===== src/assert_macros.svh =====
// assertion helpers for the rtl
`ifndef ASSERT_MACROS_SVH
`define ASSERT_MACROS_SVH

// implication checked on every rising clock edge outside reset
`define ASSERT_IMPL(label, clk, rst_n, ante, cons) \
  label: assert property (@(posedge clk) disable iff (!rst_n) (ante) |-> (cons)) \
    else $error("assertion failed");

// implication with the consequent checked in the next cycle
`define ASSERT_NEXT(label, clk, rst_n, ante, cons) \
  label: assert property (@(posedge clk) disable iff (!rst_n) (ante) |=> (cons)) \
    else $error("assertion failed");

`endif


===== src/crki_pkg.sv =====
package crki_pkg;

  localparam int unsigned MaxPointsDefault = 32;

  typedef struct packed {
    logic        command;
    logic [4:0]  point_index;
    logic [15:0] point_time;
    logic [31:0] point_value;
    logic [15:0] query_time;
  } crki_in_t;

  typedef struct packed {
    logic [31:0] result_value;
    logic        clamped;
  } crki_out_t;

  localparam logic CmdWrite = 1'b0;
  localparam logic CmdQuery = 1'b1;

  typedef enum logic [4:0] {
    ST_IDLE,
    ST_SRCH_RD,
    ST_SRCH_CHK,
    ST_LD_P0,
    ST_LD_P1,
    ST_LD_P2,
    ST_LD_P3,
    ST_LD_WAIT,
    ST_DIV,
    ST_MUL,
    ST_FINISH,
    ST_DONE
  } crki_state_t;

  // multiply step opcodes for the shared multiplier
  typedef enum logic [3:0] {
    MS_AA,     // a*a
    MS_TT,     // t*t
    MS_H00,    // (s+2t)*aa
    MS_H10,    // t*aa
    MS_H01,    // tt*(3s-2t)
    MS_H11,    // tt*(t-s)
    MS_A0,     // h00*2*p1
    MS_A1,     // h10*m1
    MS_A2,     // h01*2*p2
    MS_A3      // h11*m2
  } crki_mstep_t;

endpackage


===== src/crki_divider.sv =====
module crki_divider
  import crki_pkg::*;
(
  input  logic        clk,
  input  logic        rst_n,
  input  logic        start,
  input  logic [31:0] dividend,
  input  logic [15:0] divisor,
  output logic        done,
  output logic [16:0] quotient
);
  // restoring divide, one quotient bit per cycle, 32 bits
  logic [31:0] num_r, num_nxt;
  logic [16:0] rem_r, rem_nxt;
  logic [31:0] quo_r, quo_nxt;
  logic [5:0]  cnt_r, cnt_nxt;
  logic        run_r, run_nxt;
  logic [16:0] trial;

  always_comb begin
    num_nxt = num_r;
    rem_nxt = rem_r;
    quo_nxt = quo_r;
    cnt_nxt = cnt_r;
    run_nxt = run_r;
    trial = {rem_r[15:0], num_r[31]};
    if (start) begin
      num_nxt = dividend;
      rem_nxt = '0;
      quo_nxt = '0;
      cnt_nxt = 6'd32;
      run_nxt = 1'b1;
    end else if (run_r) begin
      num_nxt = {num_r[30:0], 1'b0};
      if (trial >= {1'b0, divisor}) begin
        rem_nxt = trial - {1'b0, divisor};
        quo_nxt = {quo_r[30:0], 1'b1};
      end else begin
        rem_nxt = trial;
        quo_nxt = {quo_r[30:0], 1'b0};
      end
      cnt_nxt = cnt_r - 6'd1;
      if (cnt_r == 6'd1) run_nxt = 1'b0;
    end
  end

  always_ff @(posedge clk) begin
    if (!rst_n) begin
      run_r <= 1'b0;
      cnt_r <= '0;
    end else begin
      run_r <= run_nxt;
      cnt_r <= cnt_nxt;
    end
    num_r <= num_nxt;
    rem_r <= rem_nxt;
    quo_r <= quo_nxt;
  end

  assign done = run_r && (cnt_r == 6'd1);
  // quotient fits in 17 bits as q - t1 <= t2 - t1
  assign quotient = quo_nxt[16:0];
endmodule


===== config.mk =====
export PLATFORM = sky130hd
export DESIGN_NAME = crki_divider
export DESIGN_NICKNAME = d
export VERILOG_FILES = /design/src/assert_macros.svh /design/src/crki_pkg.sv /design/src/crki_divider.sv
export SDC_FILE = /design/constraint.sdc
export NUM_CORES = 1
export LEC_CHECK = 0
export BUFFER_PORTS_ARGS = -buffer_cell sky130_fd_sc_hd__buf_2
export CAP_MARGIN = 15
export CORE_MARGIN = 2
export CORE_UTILIZATION = 40
export CTS_CLUSTER_DIAMETER = 120
export DETAILED_ROUTE_END_ITERATION = 10
export GPL_TIMING_DRIVEN = 0
export MAX_ROUTING_LAYER = met4
export PLACE_DENSITY = 0.64
export RECOVER_POWER = 100
export SYNTH_ARGS = -nofsm -noshare
export SYNTH_HDL_FRONTEND = slang
export SYNTH_SLANG_ARGS = --single-unit

===== constraint.sdc =====
create_clock -name clk -period 3.9 [get_ports clk]
set_clock_uncertainty 0.2 [all_clocks]
set_input_delay 0.195 -clock clk [delete_from_list [all_inputs] [get_ports clk]]
set_output_delay 0.195 -clock clk [all_outputs]
set_load 0.005 [all_outputs]

==> results of run 1 <==
-- cell type report --
| class | instances | area [um^2] |
|---|---|---|
| clock buffers | 10 | 137.6 |
| multi-input cells | 280 | 2042 |
| inverters | 23 | 86.33 |
| fillers | 907 | 4681 |
| flip-flops and latches | 72 | 1762 |
| well taps | 133 | 166.4 |
| clock inverters | 6 | 106.4 |
| plain buffers | 19 | 87.58 |
| repair buffers | 102 | 660.6 |
-- state kept, by name (all words and copies together), names as in the netlist --
register	count
cnt_r	6
num_r	32
run_r	1
rem_r	16
quo_r	17
-- kinds of logic (layout without fill, tap and decap cells) --
kind of cell | after synthesis | count (layout) | synth area share, %
adders and majority gates | 19 | 19 | 6.150
buffers and inverters | 42 | 160 | 4.455
AOI/OAI and AO/OA | 92 | 92 | 17.01
xor gates and xnor gates | 10 | 10 | 2.197
muxes | 49 | 49 | 13.27
and+or+nand+nor | 110 | 110 | 12.74
DFF | 72 | 72 | 44.18
-- cells in the mapped netlist, types with 2 or more instances --
cell type | instances | area (um^2)
nor4_1 | 2 | 12.51
buf_6 | 2 | 22.52
o311a_1 | 4 | 40.04
clkbuf_1 | 14 | 52.55
a311oi_1 | 6 | 52.55
nand2_1 | 23 | 86.33
or3_1 | 4 | 25.02
and3_1 | 2 | 12.51
nor3_1 | 5 | 25.02
o2111ai_1 | 3 | 26.28
o211ai_1 | 8 | 60.06
o31ai_1 | 2 | 15.01
mux2i_1 | 18 | 180.2
a31oi_1 | 3 | 18.77
ha_1 | 18 | 225.2
inv_1 | 22 | 82.58
a21oi_1 | 17 | 85.08
o21a_1 | 7 | 52.55
dfxtp_1 | 40 | 800.8
o21bai_1 | 2 | 15.01
xnor2_1 | 8 | 70.07
nor2_1 | 48 | 180.2
o21ai_0 | 13 | 65.06
mux2_2 | 31 | 349.1
o221ai_1 | 3 | 26.28
edfxtp_1 | 32 | 960.9
xor2_1 | 2 | 17.52
a211oi_1 | 3 | 22.52
nand2b_1 | 9 | 56.30
nand3b_1 | 2 | 15.01
nand3_1 | 9 | 45.04
a21o_1 | 7 | 52.55
o32ai_1 | 2 | 17.52
a211o_1 | 2 | 17.52
-- power by group through the flow --
stage,logic (uW),clock network (uW),registers (uW)
floorplan,224,0,878
global placement,295,0,887
detailed placement,299,0,888
CTS,326,721,872
global route,360,756,877
finish,326,710,872
-- worst max-delay path, cell delays in order (launching register included) --
cell and delay [ns]:
dfxtp_1 0.36, ha_1 0.28, buf_2 0.18, a21oi_1 0.11, o21ai_0 0.30, a311oi_1 0.17
a211oi_4 0.47, buf_6 0.21, nor2_2 0.05, a211oi_1 0.34, clkbuf_1 0.15
-- metal layers --
layer | vias to the layer above | wire length, um | GRT usage (%)
li1 | 1681 | - | -
met1 | 1525 | 4162 | 21.87
met2 | 72 | 4414 | 27.77
met3 | 15 | 395 | 2.140
met4 | 0 | 190 | 7.722
met5 | - | 0 | -
-- through the flow --
step / utilization [%] / worst slack [ns] / power (uW) / instances / hold slack, ns
6_report: 51.89 / 0.5499 / 1908 / 645 / 0.1302
5_1_grt: 51.89 / 0.3677 / 1993 / 645 / 0.1747
4_1_cts: 52.10 / 0.5559 / 1919 / 644 / 0.06709
3_5_place_dp: 46.19 / 0.9597 / 1187 / 595 / 0.2377
3_3_place_gp: 46.19 / 0.9474 / 1182 / 595 / 0.2331
2_1_floorplan: - / 1.434 / 1103 / 394 / 0.1125
-- path summary, 6_finish.rpt --
| check | start | end | slack, ns | cells after the start |
|---|---|---|---|---|
| max | rem_r[5] | quotient[0] | 0.55 | 10 |
| min | divisor[0] | rem_r[0] | 0.13 | 5 |
| max reg2reg | rem_r[5] | rem_r[7] | 0.68 | 9 |
| min reg2reg | rem_r[15] | rem_r[15] | 0.28 | 2 |
==> summary.md, run 1 <==
| Metric | Value |
|---|---|
| CTS buffer count | `9` |
| CTS resizes | `0` |
| Routed Antenna Nets | `0` |
| Setup CP Type | `reg -> out` |
| Internal power | `1444 uW` |
| GPL Wtd Cong | `0.8646` |
| Seq pwr share | `45.7%` |
| EDFF count, synth | `32` |
| Synthesized net count | `464` |
| Worst-Margin Slew | `1.343 ns` |
| Largest net degree at the start of global routing | `33` |
| Initial core utilization | `40.99%` |
| Unrepaired setup endpoints after global routing | `false` |
| # rows | `36` |
| Comb pwr share | `17.1%` |
| CTS max path bufs | `2` |
| Fin crit period | `3.350 ns` |
| Initial antenna violation count | `0` |
| I/O pins | `69` |
| H-tree levels | `3` |
| Commonest non-fill, non-tap cell in the layout | `buf_2` |
| Synthesis-stage register bit count | `72` |
| Post-CTS Setup Inserts | `0` |
| DRC | `0` |
| Post-detail-place hpwl | `6605 um` |
| Diodes inserted | `0` |
| CP startpoint kind | `register` |
| Switching Share | `24.34%` |
| Most common flop cell mapped by yosys | `dfxtp_1` |
| Most frequent cells in the layout | `buf_2 (49), nor2_1 (48), dfxtp_1 (40)` |
| Final Hold Fails | `0` |
| Yosys cell types | `55` |
| CP Capture Type | `output port` |
| Mapped Area | `3988 um^2` |
| Fin area | `5049 um^2` |
| Status | `completed` |
| Required time of the worst setup path | `3.50 ns` |
| Global Route Usage Sum | `17.27%` |
| Count of final setup violators | `0` |
| Pre-antenna DRT Iters | `4` |
| Yosys warns | `0` |
| Post-Route WL | `9162 um` |
| Area of the core | `9729 um^2` |
| Die Ht | `103.8 um` |
| DRT iter0 DRCs | `147` |
| Clk root buf | `clkbuf_8` |
| Syn Area/Cell | `10.12 um^2` |
| Leakage power total | `0.002067 uW` |
| Area after DPL | `4494 um^2` |
| Total negative slack | `0 ns` |
| Vias in the first global route | `3282` |
| Routed vias | `3293` |
| Max-Cap Viols | `0` |
| Layout area overhead | `26.61%` |
| Post-CTS Hold Fix Bufs | `33` |
| Cells after Synth | `394` |
| Clock Sink Count | `72` |
| Hold Crit Class | `in -> reg` |
| CTS tree | `built` |
| Net Switching | `464.5 uW` |
| Clk_lat worst skew | `0.34 ns` |
| Asr flop ratio synth | `0%` |
| Total gr overflow | `0` |
| Worst slew margin | `10.49%` |
| Clock share of power | `37.2%` |
| Die ar. | `10780 um^2` |
| Seq/Total Area, Yosys | `44.18%` |
| Routed WL per cell | `14.20 um` |
| DIE WIDTH | `103.8 um` |
| Slew Viols, Final | `0` |
| Port bufs | `68` |
| Fmax | `298.5 MHz` |
| First-pass GRT wire length | `14860 um` |
| Fin crit share | `85.90%` |
| Worst-path clk slew | `0.08 ns` |
| Share of cells above drive strength 1 | `21.48%` |
| Power per cell area | `378.0 nW/um^2` |
| Crit path DAT | `2.96 ns` |
| Crit-path max FO | `10` |
| Layout Nets | `577` |
| VDD IR max | `337.9 uV` |
| Vias/cell | `5.105` |
No activity file was read; power rests on OpenSTA's default activity.
==> run 2: changes to the inputs <==
Settings changed: CORE_UTILIZATION 40 to 55, PLACE_DENSITY 0.64 to 0.82.
==> summary.md, run 2 (synthesis gave the netlist of run 1 again) <==
| Metric | Value |
|---|---|
| Hold Crit Class | `in -> reg` |
| Initial core utilization | `55.87%` |
| HP Start | `divisor[0]` |
| Pre-antenna DRT Iters | `6` |
| Max-Cap Viols | `0` |
| Layout Nets | `577` |
| Worst slew margin | `7.038%` |
| Largest net degree at the start of global routing | `33` |
| Setup CP Type | `reg -> out` |
| Clock Sink Count | `72` |
| Power per cell area | `346.4 nW/um^2` |
| Post-detail-place hpwl | `6622 um` |
| Fin area | `4915 um^2` |
| Min Hold Slack | `0.1695 ns` |
| Placement Setup Slack | `0.9237 ns` |
| CTS max path bufs | `2` |
| Hold Path Sink | `rem_r[0]` |
| Worst-Margin Slew | `1.394 ns` |
| Port bufs | `68` |
| Reg2reg end | `rem_r[8]` |
| Count of final setup violators | `0` |
| Routed Antenna Nets | `0` |
| Most frequent cells in the layout | `nor2_1 (49), buf_2 (49), dfxtp_1 (40)` |
| Fin crit share | `87.37%` |
| Total negative slack | `0 ns` |
| GPL Wtd Cong | `0.8746` |
| Post-CTS Setup Inserts | `0` |
| Post-Route WL | `9928 um` |
| CP Capture Type | `output port` |
| Global Route Usage Sum | `26.44%` |
| CP startpoint kind | `register` |
| Comb pwr share | `19.8%` |
| CTS resizes | `0` |
| First-pass GRT wire length | `15550 um` |
| Final Hold Fails | `0` |
| FF-to-FF Start | `rem_r[5]` |
| Status | `completed` |
| PnR worst setup slack | `0.4926 ns` |
| Final Util | `68.86%` |
| Area of the core | `7137 um^2` |
| Required time of the worst setup path | `3.50 ns` |
| Area after DPL | `4452 um^2` |
| Vias/cell | `5.681` |
| Layout area overhead | `23.25%` |
| Switching Share | `27.74%` |
| Fin crit period | `3.407 ns` |
| CP cell instances | `ha_1 -> buf_2 -> a21oi_1 -> o21ai_0 -> a311oi_1 -> a211oi_4 -> buf_6 -> nor2_1 -> a211oi_1 -> clkbuf_1` |
| Die ar. | `7947 um^2` |
| Vias in the first global route | `3388` |
| Worst-path clk slew | `0.07 ns` |
| Max reg flops | `32` |
| DIE WIDTH | `89.15 um` |
| DRT iter0 DRCs | `176` |
| Clk_lat worst skew | `0.34 ns` |
| Seq pwr share | `51.4%` |
| Routed WL per cell | `16.22 um` |
| Leakage power total | `0.002022 uW` |
| R2R Setup Slk | `0.63 ns` |
| Fmax | `293.5 MHz` |
| Crit path DAT | `3.01 ns` |
| H-tree levels | `3` |
| Unrepaired setup endpoints after global routing | `false` |
| Total gr overflow | `0` |
| Net Switching | `472.2 uW` |
| Biggest register | `num_r` |
| I/O pins | `69` |
| Internal power | `1230 uW` |
| Worst Hold Path Cells | `5` |
| Die Ht | `89.15 um` |
| Routed vias | `3477` |
| CTS tree | `built` |
| Share of cells above drive strength 1 | `20.51%` |
| VDD IR max | `424.4 uV` |
| # rows | `31` |
| Regs by FF count | `num_r: 32 flops, quo_r: 17 flops, rem_r: 16 flops` |
| CTS buffer count | `9` |
| Clock share of power | `28.8%` |
| Crit-path max FO | `10` |
| Initial antenna violation count | `0` |
| DRC | `0` |
| Critical Path Max Stage Delay | `0.53 ns` |
| Worst-case reg-to-reg path depth | `9` |
| Clk root buf | `clkbuf_8` |
| Slew Viols, Final | `0` |
| CP max-delay cell | `a211oi_4` |
[run 2: cell type report]
class | count | area (um^2)
clock inverter | 5 | 23.77
inverter | 23 | 86.33
clock buffer | 11 | 131.4
sequential | 72 | 1762
tap | 99 | 123.9
multi-input combinational | 280 | 2039
timing repair buffer | 102 | 658.1
buffer | 19 | 87.58
fill | 569 | 2222
antenna | 1 | 2.502
[run 2: through the flow]
stage          std cells  total power (uW)
2_1_floorplan        394              1103
3_3_place_gp         561              1175
3_5_place_dp         561              1190
4_1_cts              610              1694
5_1_grt              611              1766
6_report             612              1702
[run 2: worst max-delay path by stage]
stage          slack (ns)     start  cells after the start          end
6_report             0.49  rem_r[5]                     10  quotient[0]
3_3_place_gp         0.96  rem_r[5]                     10  quotient[0]
3_5_place_dp         0.92  rem_r[5]                     10  quotient[0]
2_1_floorplan        1.43  rem_r[2]                      8  quotient[0]
5_1_grt              0.30  rem_r[5]                     10  quotient[0]
4_1_cts              0.51  rem_r[5]                     10  quotient[0]
[run 2: worst max-delay path: cells and delay by family (launching register included)]
| family | cells | cell delay, ns |
|---|---|---|
| DFF | 1 | 0.36 |
| adders and majority gates | 1 | 0.28 |
| AOI/OAI and AO/OA | 5 | 1.44 |
| and+or+nand+nor | 1 | 0.06 |
| buffers and inverters | 3 | 0.53 |
[run 2: power groups by stage]
stage / registers (uW) / logic, uW / clock network [uW]
CTS: 873 / 329 / 493
finish: 875 / 337 / 490
global placement: 886 / 289 / 0
floorplan: 878 / 224 / 0
detailed placement: 889 / 302 / 0
global route: 879 / 371 / 516
[run 2: timing repair]
item | in CTS | in global routing
setup endpoints to repair | 0 | 0
hold endpoints to repair | 34 | 0
hold buffers | 33 | 0
[run 2: routing by layer]
metal	vias to the layer above	share of wire, %	GRT usage (%)
li1	1675	-	-
met1	1638	40	30.61
met2	138	52	45.99
met3	26	5.5	2.955
met4	0	2.6	11.94
met5	-	0	-
